`src/rtl/lfpr_pkg.sv`:
```
`timescale 1ns / 1ps
// ----------------------------------------------------------------------------
// lfpr_pkg
// Types and constants shared by the level frame parser and responder.
// ----------------------------------------------------------------------------
package lfpr_pkg;

	// event codes of a result beat
	localparam logic [2:0] EV_RESPONSE      = 3'd0;
	localparam logic [2:0] EV_LEVEL_UPDATED = 3'd1;
	localparam logic [2:0] EV_LEVEL_CSUM    = 3'd2;
	localparam logic [2:0] EV_REQ_CSUM      = 3'd3;
	localparam logic [2:0] EV_DROPPED       = 3'd4;

	// configuration register indexes
	localparam logic [7:0] REG_START_DELIM = 8'd0;
	localparam logic [7:0] REG_END_DELIM   = 8'd1;
	localparam logic [7:0] REG_LEVEL_TYPE  = 8'd2;
	localparam logic [7:0] REG_REQ_TYPE    = 8'd3;

	// reset values
	localparam logic [7:0]  START_DELIM_RST = 8'hA5;
	localparam logic [7:0]  END_DELIM_RST   = 8'h5A;
	localparam logic [7:0]  LEVEL_TYPE_RST  = 8'd201;
	localparam logic [7:0]  REQ_TYPE_RST    = 8'd106;
	localparam logic [15:0] LEVEL_RST       = 16'd65000;

	// response frame
	localparam logic [7:0] RESP_LEN_BYTE = 8'd2;
	localparam logic [2:0] RESP_LAST_IDX = 3'd6;

	typedef struct packed {
		logic       command;
		logic [7:0] rx_byte;
	} in_item_t;

	typedef struct packed {
		logic [2:0]  event_res;
		logic [7:0]  tx_byte;
		logic        last;
		logic [15:0] level;
		logic [31:0] update_count;
	} out_item_t;

	typedef struct packed {
		logic [7:0] start_delim;
		logic [7:0] end_delim;
		logic [7:0] level_type;
		logic [7:0] req_type;
	} cfg_t;

	// one unit of work for the back end
	typedef struct packed {
		logic        respond;
		logic [2:0]  event_code;
		logic [15:0] level;
		logic [31:0] count;
	} job_t;

	typedef enum logic [2:0] {
		REQ_IDLE,
		REQ_TYPE,
		REQ_LEN,
		REQ_CSUM,
		REQ_END
	} req_state_t;

endpackage

```
`src/rtl/lfpr_front.sv`:
```
`timescale 1ns / 1ps
// ----------------------------------------------------------------------------
// lfpr_front
// Byte parsers for both links; classifies completed frames into jobs and
// keeps the stored level and update count.
// ----------------------------------------------------------------------------
module lfpr_front (
	input  logic              clk,
	input  logic              arst_n,
	input  logic              accept,
	input  lfpr_pkg::in_item_t in_item,
	input  lfpr_pkg::cfg_t    cfg,
	output logic              push,
	output lfpr_pkg::job_t    job
);

	localparam logic [8:0] MPOS_IDLE = 9'd0;
	localparam logic [8:0] MPOS_TYPE = 9'd1;
	localparam logic [8:0] MPOS_LEN  = 9'd2;
	localparam logic [8:0] MPOS_CSUM = 9'd3;
	localparam logic [8:0] MPOS_BODY = 9'd4;
	localparam logic [8:0] MPOS_HIGH = 9'd4;
	localparam logic [8:0] MPOS_LOW  = 9'd5;

	logic [8:0]  meas_pos_q, meas_pos_n;
	logic [7:0]  meas_len_q, meas_len_n;
	logic [7:0]  meas_sum_q, meas_sum_n;
	logic [7:0]  meas_csum_q, meas_csum_n;
	logic [7:0]  meas_hi_q, meas_hi_n;
	logic [7:0]  meas_lo_q, meas_lo_n;
	lfpr_pkg::req_state_t req_state_q, req_state_n;
	logic [7:0]  req_sum_q, req_sum_n;
	logic [7:0]  req_csum_q, req_csum_n;
	logic [15:0] level_q, level_n;
	logic [31:0] count_q, count_n;

	logic [7:0] b;
	logic [7:0] meas_sum_add;
	logic [7:0] req_sum_add;
	logic [7:0] meas_neg;
	logic [7:0] req_neg;
	logic [8:0] meas_end_pos;
	logic       resp_n;
	logic [2:0] event_n;

	assign b            = in_item.rx_byte;
	assign meas_sum_add = meas_sum_q + b;
	assign req_sum_add  = req_sum_q + b;
	assign meas_neg     = 8'd0 - meas_sum_add;
	assign req_neg      = 8'd0 - req_sum_add;
	assign meas_end_pos = MPOS_BODY + {1'b0, meas_len_q};

	always_comb begin
		meas_pos_n  = meas_pos_q;
		meas_len_n  = meas_len_q;
		meas_sum_n  = meas_sum_q;
		meas_csum_n = meas_csum_q;
		meas_hi_n   = meas_hi_q;
		meas_lo_n   = meas_lo_q;
		req_state_n = req_state_q;
		req_sum_n   = req_sum_q;
		req_csum_n  = req_csum_q;
		level_n     = level_q;
		count_n     = count_q;
		push        = 1'b0;
		resp_n      = 1'b0;
		event_n     = lfpr_pkg::EV_DROPPED;
		if (accept && !in_item.command) begin
			case (meas_pos_q)
				MPOS_IDLE: begin
					if (b == cfg.start_delim) begin
						meas_sum_n = b;
						meas_pos_n = MPOS_TYPE;
					end
				end
				MPOS_TYPE: begin
					if (b == cfg.level_type) begin
						meas_sum_n = meas_sum_add;
						meas_pos_n = MPOS_LEN;
					end else begin
						meas_pos_n = MPOS_IDLE;
					end
				end
				MPOS_LEN: begin
					meas_len_n = b;
					meas_sum_n = meas_sum_add;
					meas_pos_n = MPOS_CSUM;
				end
				MPOS_CSUM: begin
					meas_csum_n = b;
					meas_pos_n  = MPOS_BODY;
				end
				default: begin
					meas_sum_n = meas_sum_add;
					if (meas_pos_q < meas_end_pos) begin
						if (meas_pos_q == MPOS_HIGH) begin
							meas_hi_n = b;
						end
						if (meas_pos_q == MPOS_LOW) begin
							meas_lo_n = b;
						end
						meas_pos_n = meas_pos_q + 9'd1;
					end else begin
						// end position: frame is judged here
						meas_pos_n = MPOS_IDLE;
						push       = 1'b1;
						if (b != cfg.end_delim) begin
							event_n = lfpr_pkg::EV_DROPPED;
						end else if (meas_neg != meas_csum_q) begin
							event_n = lfpr_pkg::EV_LEVEL_CSUM;
						end else if (meas_len_q < 8'd2) begin
							event_n = lfpr_pkg::EV_DROPPED;
						end else begin
							event_n = lfpr_pkg::EV_LEVEL_UPDATED;
							level_n = {meas_hi_q, meas_lo_q};
							count_n = count_q + 32'd1;
						end
					end
				end
			endcase
		end
		if (accept && in_item.command) begin
			case (req_state_q)
				lfpr_pkg::REQ_IDLE: begin
					if (b == cfg.start_delim) begin
						req_sum_n   = b;
						req_state_n = lfpr_pkg::REQ_TYPE;
					end
				end
				lfpr_pkg::REQ_TYPE: begin
					if (b == cfg.req_type) begin
						req_sum_n   = req_sum_add;
						req_state_n = lfpr_pkg::REQ_LEN;
					end else begin
						req_state_n = lfpr_pkg::REQ_IDLE;
					end
				end
				lfpr_pkg::REQ_LEN: begin
					req_state_n = (b == 8'd0) ? lfpr_pkg::REQ_CSUM : lfpr_pkg::REQ_IDLE;
				end
				lfpr_pkg::REQ_CSUM: begin
					req_csum_n  = b;
					req_state_n = lfpr_pkg::REQ_END;
				end
				lfpr_pkg::REQ_END: begin
					// waits here until the end delimiter shows up
					if (b == cfg.end_delim) begin
						req_state_n = lfpr_pkg::REQ_IDLE;
						push        = 1'b1;
						if (req_neg != req_csum_q) begin
							event_n = lfpr_pkg::EV_REQ_CSUM;
						end else begin
							resp_n  = 1'b1;
							event_n = lfpr_pkg::EV_RESPONSE;
						end
					end
				end
				default: begin
					req_state_n = lfpr_pkg::REQ_IDLE;
				end
			endcase
		end
		job.respond    = resp_n;
		job.event_code = event_n;
		job.level      = level_n;
		job.count      = count_n;
	end

	always_ff @(posedge clk or negedge arst_n) begin
		if (!arst_n) begin
			meas_pos_q  <= MPOS_IDLE;
			req_state_q <= lfpr_pkg::REQ_IDLE;
			level_q     <= lfpr_pkg::LEVEL_RST;
			count_q     <= '0;
		end else begin
			meas_pos_q  <= meas_pos_n;
			req_state_q <= req_state_n;
			level_q     <= level_n;
			count_q     <= count_n;
		end
	end

	always_ff @(posedge clk) begin
		meas_len_q  <= meas_len_n;
		meas_sum_q  <= meas_sum_n;
		meas_csum_q <= meas_csum_n;
		meas_hi_q   <= meas_hi_n;
		meas_lo_q   <= meas_lo_n;
		req_sum_q   <= req_sum_n;
		req_csum_q  <= req_csum_n;
	end

endmodule

```
`src/rtl/lfpr_queue.sv`:
```
`timescale 1ns / 1ps
// ----------------------------------------------------------------------------
// lfpr_queue
// Short job queue between the parsers and the result sequencer.
// ----------------------------------------------------------------------------
module lfpr_queue #(
	parameter int DEPTH = 4
) (
	input  logic           clk,
	input  logic           arst_n,
	input  logic           push,
	input  lfpr_pkg::job_t push_job,
	input  logic           pop,
	output lfpr_pkg::job_t head_job,
	output logic           full,
	output logic           not_empty
);

	localparam int PTR_W = $clog2(DEPTH);
	localparam int CNT_W = $clog2(DEPTH + 1);
	localparam logic [PTR_W-1:0] PTR_LAST = PTR_W'(DEPTH - 1);

	lfpr_pkg::job_t   slot_q [DEPTH];
	logic [PTR_W-1:0] wr_ptr_q;
	logic [PTR_W-1:0] rd_ptr_q;
	logic [CNT_W-1:0] count_q;
	logic             do_push;
	logic             do_pop;

	assign full      = (count_q == CNT_W'(DEPTH));
	assign not_empty = (count_q != '0);
	assign head_job  = slot_q[rd_ptr_q];
	assign do_push   = push && !full;
	assign do_pop    = pop && not_empty;

	always_ff @(posedge clk or negedge arst_n) begin
		if (!arst_n) begin
			wr_ptr_q <= '0;
			rd_ptr_q <= '0;
			count_q  <= '0;
		end else begin
			if (do_push) begin
				wr_ptr_q <= (wr_ptr_q == PTR_LAST) ? '0 : wr_ptr_q + PTR_W'(1);
			end
			if (do_pop) begin
				rd_ptr_q <= (rd_ptr_q == PTR_LAST) ? '0 : rd_ptr_q + PTR_W'(1);
			end
			if (do_push && !do_pop) begin
				count_q <= count_q + CNT_W'(1);
			end else if (do_pop && !do_push) begin
				count_q <= count_q - CNT_W'(1);
			end
		end
	end

	always_ff @(posedge clk) begin
		if (do_push) begin
			slot_q[wr_ptr_q] <= push_job;
		end
	end

endmodule

```
`src/rtl/lfpr_back.sv`:
```
`timescale 1ns / 1ps
// ----------------------------------------------------------------------------
// lfpr_back
// Expands queued jobs into result beats: one event beat, or the seven
// bytes of a level response, into a registered output stage.
// ----------------------------------------------------------------------------
module lfpr_back (
	input  logic               clk,
	input  logic               arst_n,
	input  logic               job_valid,
	input  lfpr_pkg::job_t     job,
	input  lfpr_pkg::cfg_t     cfg,
	output logic               pop,
	output logic               out_valid,
	input  logic               out_stall,
	output lfpr_pkg::out_item_t out_data
);

	logic [2:0]          idx_q;
	logic                out_valid_q;
	lfpr_pkg::out_item_t out_data_q;
	lfpr_pkg::out_item_t beat;
	logic                load;
	logic [7:0]          resp_sum;
	logic [7:0]          resp_csum;
	logic [7:0]          resp_byte;
	logic                resp_last;

	assign load      = job_valid && (!out_valid_q || !out_stall);
	assign resp_last = (idx_q == lfpr_pkg::RESP_LAST_IDX);
	assign pop       = load && (!job.respond || resp_last);
	assign resp_sum  = cfg.start_delim + cfg.level_type + lfpr_pkg::RESP_LEN_BYTE
		+ job.level[15:8] + job.level[7:0] + cfg.end_delim;
	assign resp_csum = 8'd0 - resp_sum;

	always_comb begin
		case (idx_q)
			3'd0:    resp_byte = cfg.start_delim;
			3'd1:    resp_byte = cfg.level_type;
			3'd2:    resp_byte = lfpr_pkg::RESP_LEN_BYTE;
			3'd3:    resp_byte = resp_csum;
			3'd4:    resp_byte = job.level[15:8];
			3'd5:    resp_byte = job.level[7:0];
			default: resp_byte = cfg.end_delim;
		endcase
		beat.level        = job.level;
		beat.update_count = job.count;
		if (job.respond) begin
			beat.event_res = lfpr_pkg::EV_RESPONSE;
			beat.tx_byte   = resp_byte;
			beat.last      = resp_last;
		end else begin
			beat.event_res = job.event_code;
			beat.tx_byte   = 8'd0;
			beat.last      = 1'b1;
		end
	end

	always_ff @(posedge clk or negedge arst_n) begin
		if (!arst_n) begin
			idx_q       <= '0;
			out_valid_q <= 1'b0;
		end else begin
			if (load) begin
				out_valid_q <= 1'b1;
				if (job.respond) begin
					idx_q <= resp_last ? 3'd0 : idx_q + 3'd1;
				end
			end else if (!out_stall) begin
				out_valid_q <= 1'b0;
			end
		end
	end

	always_ff @(posedge clk) begin
		if (load) begin
			out_data_q <= beat;
		end
	end

	assign out_valid = out_valid_q;
	assign out_data  = out_data_q;

endmodule

```
`src/rtl/level_frame_parser_responder.sv`:
```
`timescale 1ns / 1ps
// ----------------------------------------------------------------------------
// level_frame_parser_responder
// Parses level frames and level requests from two byte links and answers
// requests with a seven-byte level response frame.
// ----------------------------------------------------------------------------
//  channel  | flow control       | payload
//  ---------+--------------------+-----------------------------------------
//  in       | in_valid/in_stall  | in_data: command, rx_byte
//  out      | out_valid/out_stall| out_data: event, byte, last, level, count
//  cfg      | cfg_valid/cfg_ready| cfg_index, cfg_data (always ready)
//
//  One byte accepted per cycle while in_stall is low; the parsers judge each
//  byte in that cycle. A result beat is registered in the job queue and then
//  in the output register of the result sequencer; beats leave one per cycle
//  while out_stall is low; a response is seven beats. The job queue lets
//  bytes keep coming while responses drain; in_stall rises only when full.
//  Reset brings the registers to their defaults, both parsers to idle and the
//  level to 65000; no clearing pass is needed.
// ----------------------------------------------------------------------------
module level_frame_parser_responder #(
	parameter int QUEUE_DEPTH = 4
) (
	input  logic                clk,
	input  logic                arst_n,
	input  logic                in_valid,
	output logic                in_stall,
	input  lfpr_pkg::in_item_t  in_data,
	output logic                out_valid,
	input  logic                out_stall,
	output lfpr_pkg::out_item_t out_data,
	input  logic                cfg_valid,
	output logic                cfg_ready,
	input  logic [7:0]          cfg_index,
	input  logic [7:0]          cfg_data
);

	lfpr_pkg::cfg_t cfg_q;
	lfpr_pkg::job_t front_job;
	lfpr_pkg::job_t head_job;
	logic           front_push;
	logic           queue_full;
	logic           queue_nonempty;
	logic           back_pop;
	logic           accept;

	assign cfg_ready = 1'b1;
	assign in_stall  = queue_full;
	assign accept    = in_valid && !queue_full;

	always_ff @(posedge clk or negedge arst_n) begin
		if (!arst_n) begin
			cfg_q.start_delim <= lfpr_pkg::START_DELIM_RST;
			cfg_q.end_delim   <= lfpr_pkg::END_DELIM_RST;
			cfg_q.level_type  <= lfpr_pkg::LEVEL_TYPE_RST;
			cfg_q.req_type    <= lfpr_pkg::REQ_TYPE_RST;
		end else if (cfg_valid && cfg_ready) begin
			case (cfg_index)
				lfpr_pkg::REG_START_DELIM: cfg_q.start_delim <= cfg_data;
				lfpr_pkg::REG_END_DELIM:   cfg_q.end_delim   <= cfg_data;
				lfpr_pkg::REG_LEVEL_TYPE:  cfg_q.level_type  <= cfg_data;
				lfpr_pkg::REG_REQ_TYPE:    cfg_q.req_type    <= cfg_data;
				default: ;
			endcase
		end
	end

	lfpr_front u_front (
		.clk     (clk),
		.arst_n  (arst_n),
		.accept  (accept),
		.in_item (in_data),
		.cfg     (cfg_q),
		.push    (front_push),
		.job     (front_job)
	);

	lfpr_queue #(
		.DEPTH (QUEUE_DEPTH)
	) u_queue (
		.clk       (clk),
		.arst_n    (arst_n),
		.push      (front_push),
		.push_job  (front_job),
		.pop       (back_pop),
		.head_job  (head_job),
		.full      (queue_full),
		.not_empty (queue_nonempty)
	);

	lfpr_back u_back (
		.clk       (clk),
		.arst_n    (arst_n),
		.job_valid (queue_nonempty),
		.job       (head_job),
		.cfg       (cfg_q),
		.pop       (back_pop),
		.out_valid (out_valid),
		.out_stall (out_stall),
		.out_data  (out_data)
	);

endmodule

```
`config.mk`:
```
export PLATFORM = sky130hd
export DESIGN_NAME = level_frame_parser_responder
export DESIGN_NICKNAME = d
export VERILOG_FILES = /design/src/rtl/lfpr_pkg.sv /design/src/rtl/lfpr_front.sv /design/src/rtl/lfpr_queue.sv /design/src/rtl/lfpr_back.sv /design/src/rtl/level_frame_parser_responder.sv
export SDC_FILE = /design/constraint.sdc
export NUM_CORES = 1
export LEC_CHECK = 0
export BUFFER_PORTS_ARGS = -buffer_cell sky130_fd_sc_hd__buf_2
export CORE_MARGIN = 3
export CORE_UTILIZATION = 55
export DETAILED_ROUTE_END_ITERATION = 8
export GPL_TIMING_DRIVEN = 1
export PLACE_DENSITY_LB_ADDON = 0.08
export SLEW_MARGIN = 25
export SYNTH_ARGS = -nofsm -noshare
export SYNTH_HDL_FRONTEND = slang
export SYNTH_SLANG_ARGS = --single-unit
```
`constraint.sdc`:
```
create_clock -name clk -period 8.26 [get_ports clk]
set_input_delay 1.239 -clock clk [delete_from_list [all_inputs] [get_ports clk]]
set_output_delay 1.239 -clock clk [all_outputs]
set_load 0.005 [all_outputs]
```
======== Word level (Yosys, flattened, before mapping) ========
Memory sizes are Yosys's and may differ from the RTL's.
Index checks and enable logic that the tools add are counted.
cells by class
  $add $sub $neg .......................... 18
  order comparisons ....................... 2
  equal/unequal tests ..................... 34
  mux-type cells .......................... 56
  bitwise gates (word level) .............. 2
  reductions and logical operators ........ 41
operator list
  cell                   count
  $mux 32                6
  $mux 16                6
  $add 8x8->8            6
  $pmux 8 s6             1
  $mux 3                 14
  $pmux 9 s4             1
  $add 32x1->32 const B  1
  $eq 8x8->1             4
  $mux 8                 3
  $ne 8x8->1             3
  $pmux 8 s3             1
  $sub 1x8->8 const A    3
  $eq 9x2->1 const B     2
  $eq 9x3->1 const B     2
  $mux 9                 2
  $reduce_and 2->1       9
  $eq 8x2->1 const B     2
  $logic_not 8->1        2
  $pmux 8 s2             1
  $reduce_and 4->1       4
  $eq 3x3->1 const B     5
  $pmux 3 s5             1
  $mux 1                 14
  $eq 3x2->1 const B     4
  24 further kinds       56
storage, ports and cells
  register bits ........................... 219
  RAM bits ................................ 208
  output and inout bits ................... 63
  memories kept ........................... 1
memories
  memory          depth  width  read ports  clocked after memory_dff  wr ports  line              text
  u_queue.slot_q  4      52     1           0                         1         lfpr_queue.sv:23  lfpr_pkg::job_t slot_q [DEPTH];

======== Depth between registers and ports, before layout ========
  depth in word-level cells ............... 13
  gate-level depth with buffers ........... 18
  depth with buffers taken out ............ 17

======== Hierarchy ========
Synthesis repeated with hierarchy kept, for this count alone.
unflattened totals
  cells, all modules ...................... 1274
  area, all modules ....................... 19497.4 um^2
modules (own cells, without submodules)
  module                        instances  cells each  area each (um^2)  sequential area each (um^2)
  lfpr_queue                    1          309         8029.0            6421.2
  lfpr_front                    1          646         6814.0            3196.8
  lfpr_back                     1          243         3360.7            1901.8
  level_frame_parser_responder  1          76          1293.7            820.8

======== Worst setup path after synthesis ========
OpenSTA, ideal clock, no wires.
  kind .................................... input -> register
  start ................................... in out_stall
  end ..................................... reg u_queue.count_q[1]
  setup time .............................. 0.125 ns
  arrival ................................. 5.957 ns
  required time ........................... 8.135 ns
  path slack .............................. 2.178 ns
  stages on the path ...................... 6
  buffers on the path ..................... 0
  cells stage by stage .................... a21oi_1 > nand2_1 > ha_1 > inv_1 > fa_1 > mux2_2
between the ends
  cells in the longest elaborated chain, start to end .. 8
ends and longest elaborated chain
  what                                                line                                text
  start: declaration                                  level_frame_parser_responder.sv:30  input logic out_stall,
  $logic_not 1->1 (*)                                 lfpr_back.sv:29                     assign load = job_valid && (!out_valid_q || !out_stall);
  $logic_or 1x1->1 (*)                                lfpr_back.sv:29
  $logic_and 1x1->1 (*)                               lfpr_back.sv:29
  $logic_and 1x1->1 (*)                               lfpr_back.sv:31                     assign pop = load && (!job.respond || resp_last);
  $logic_and 1x1->1 (*)                               lfpr_queue.sv:34                    assign do_pop = pop && not_empty;
  $logic_not 1->1                                     lfpr_queue.sv:48                    if (do_push && !do_pop) begin
  $logic_and 1x1->1                                   lfpr_queue.sv:48
  $mux 3 / $reduce_bool 2->1 (equally long branches)  --
  end signal: assignment                              lfpr_queue.sv:49                    count_q <= count_q + CNT_W'(1);
  end signal: assignment                              lfpr_queue.sv:51                    count_q <= count_q - CNT_W'(1);
  end: declaration                                    lfpr_queue.sv:26                    logic [CNT_W-1:0] count_q;
Mark *: on every way between the ends. The rest lies on a longest branch, timed or not.
A chain may end at the register's enable or synchronous reset.

==> out/metrics.cfg <==
[route]
vias_per_cell=5.805
met2_length_mm=19.69
met3WireLength_mm=1.848
dr.pass1.iters=4
wl_per_cell_um=21.30
drt_wl_total_mm=39.88
ant_nets=0
num_vias=10870
drt-met1-wl_mm=17.27
drt_iter0_markers=629
top_layer=met4
remaining_drc_errors=0

[clock_tree]
cts_root_buffer=clkbuf_16
worstSkewPairLatency_ns=0.57
cts_resized=0
htree_levels=2
cts_buffers=44
clockBufferDepth=3
post_cts_buffers=0
cts.sinks=427
cts_tree=yes
clkTransAtPathRegs_ns=0.06
ctsHoldBuffers=0

[critical_path]
setup.worst_path.end_class=flip-flop
r2r_cells=15
worstPathMaxFanout=31
worstPathArrival_ns=5.51
critical_path_class=in -> reg
required_ns=8.54
crit_path_start_kind=input pin

[grt]
grt_pass1_vias=11040
grt_pass1_wl_mm=62.58
antenna_found_initial=0
grt_usage_pct=22.24
grt_max_degree=64
grt_overflow=0

[hold_path]
whs_path_depth=1
hold_path_class=reg -> reg

[yosys]
synth.avg_cell_area_um2=15.02
yosys_most_used_dff=edfxtp_1
synth_seq_area_share_pct=64.10
syn_nets=1383
synth_edf_count=324
synth_largest_area_cell=edfxtp_1
synth_async_sr_flop_share_pct=24.12
synth_cells=1282
synth.area.top_cells=edfxtp_1, dfrtp_1, mux4_2
ys.warnings.count=0
synth_top_area_share_pct=50.53
syn-cell-area_um2=19250
ys_ff_latch=427
netlist-cell-type-count=73

[timing]
min_period_ns=5.224
timing.hold.ws_ns=0.5101
maxSlewViolCount=0
fin_ws_ns=3.037
setup_tns_ns=0
rsz0062_at_grt=false
skew_ns=0.02334
finalSetupViolCount=0
worstMarginPinSlew_ns=0.8894
fmax_mhz=191.4
max_slew_margin_pct=39.95
finalHoldViolCount=0
post-route-period-util_pct=63.24

[floorplanning]
dieArea_um2=37290
die_w_um=193.1
die_h_um=193.1
start_util_pct=56.57
core_um2=34040
std_cell_rows=67
ioPinCount=93

[layout]
multiInputGateArea_um2=6490
layout_commonest_cell=edfxtp_1
num-fill-cells=2541
final_area_um2=21760
layout.nets=1489
regArea_um2=12350
drive_gt1_share_pct=22.89
antenna_cells=0
area_growth_pct=13.04
final_cell_mix=edfxtp_1, buf_2, dfrtp_1

[power]
power.leakage_nw=8.203
ir_worst_vdd_mv=0.2357
totalPowerFinal_mw=6.741
power.density_nw_per_um2=309.7

[status]
status=completed

[job]
maxCapViolations=0

[place]
place_ws_ns=2.422
io_buffers=91
placed_cell_area_um2=20250
dp_hpwl_mm=26.27
globalplace.congestion=0.8491

-- critical path, cell delays in order --
cell,delay (ns)
buf_2,0.30
ha_1,0.25
inv_1,0.06
fa_1,0.38
and2b_2,0.26
o21ai_2,0.10
xnor2_4,0.22
xnor3_1,0.34
or3_1,0.37
or4b_1,0.49
buf_4,0.25
or3_2,0.75
mux2_1,0.48
-- metrics by stage --
| step | std cells | util [%] |
|---|---|---|
| finish | 1872 | 63.95 |
| global route | 1872 | 63.95 |
| global placement | 1789 | 59.49 |
| floorplan | 1282 | - |
| CTS | 1871 | 63.87 |
| detailed placement | 1789 | 59.49 |
-- path summary, 6_finish.rpt --
kind	start	end	slack (ns)
max	in_data[0]	u_queue.slot_q[3][34]$_DFFE_PP_	3.04
min	u_queue.count_q[2]$_DFFE_PN0P_	u_queue.count_q[2]$_DFFE_PN0P_	0.51
max reg2reg	u_queue.rd_ptr_q[0]$_DFFE_PN0P_	u_back.out_data[55]$_SDFFCE_PN0P_	3.24
min reg2reg	u_queue.count_q[2]$_DFFE_PN0P_	u_queue.count_q[2]$_DFFE_PN0P_	0.51
max in group asynchronous	arst_n	u_queue.rd_ptr_q[0]$_DFFE_PN0P_	6.18
min in group asynchronous	arst_n	u_front.meas_pos_q[4]$_DFFE_PN0P_	0.66
-- power breakdown --
group / switching (mW) / internal, mW / leakage (nW) / total, mW
clock network: 0.807 / 1.21 / 0.736 / 2.02
registers: 0.166 / 2.51 / 4.08 / 2.68
logic: 1.15 / 0.890 / 3.39 / 2.04
-- cells in the mapped netlist, types with 9 or more instances --
library cell,number
nor2b_1,11
nand3_1,32
dfrtp_1,76
nand4_1,12
o21a_1,9
edfxtp_1,324
xor2_1,64
mux4_2,52
inv_1,72
dfstp_2,27
fa_1,23
mux2_2,38
and3_1,21
ha_1,48
nor2_1,46
mux2_4,9
clkbuf_1,37
a21oi_1,31
xnor2_1,45
nor4_1,41
nor3_1,17
a31oi_1,10
nand2_1,63
o21ai_0,45
-- metal layers --
metal	vias to the layer above	GRT usage (%)
met5	-	0
met4	0	6.815
met3	68	3.634
met2	260	37.04
met1	5501	30.52
li1	5038	-
-- cell families after synthesis --
logic type / after synthesis / synth area share (%)
and+or+nand+nor: 291 / 7.980
DFF: 427 / 64.10
buffers and inverters: 121 / 2.450
xor gates and xnor gates: 112 / 5.335
other: 1 / 0.01948
adders and majority gates: 71 / 5.511
AOI/OAI and AO/OA: 148 / 4.926
muxes: 111 / 9.683
-- flip-flops by register name, indices dropped and copies added, names as in the netlist, 3 cells and up --
signal	count
cfg_q	32
u_back.idx_q	3
u_back.out_data	60
u_front.count_q	32
u_front.level_q	16
u_front.meas_csum_q	8
u_front.meas_hi_q	8
u_front.meas_len_q	8
u_front.meas_lo_q	8
u_front.meas_pos_q	9
u_front.meas_sum_q	8
u_front.req_csum_q	8
u_front.req_state_q	3
u_front.req_sum_q	8
u_queue.count_q	3
u_queue.slot_q	208
-- final cells by class --
| type | instances | area share, % |
|---|---|---|
| repair buffers | 108 | 2.782 |
| flip-flops and latches | 427 | 56.72 |
| clock inverters | 22 | 1.133 |
| multi-input cells | 734 | 29.82 |
| clock buffers | 60 | 5.709 |
| inverters | 73 | 1.259 |
| well taps | 448 | 2.575 |
No activity file was read; power rests on OpenSTA's default activity.
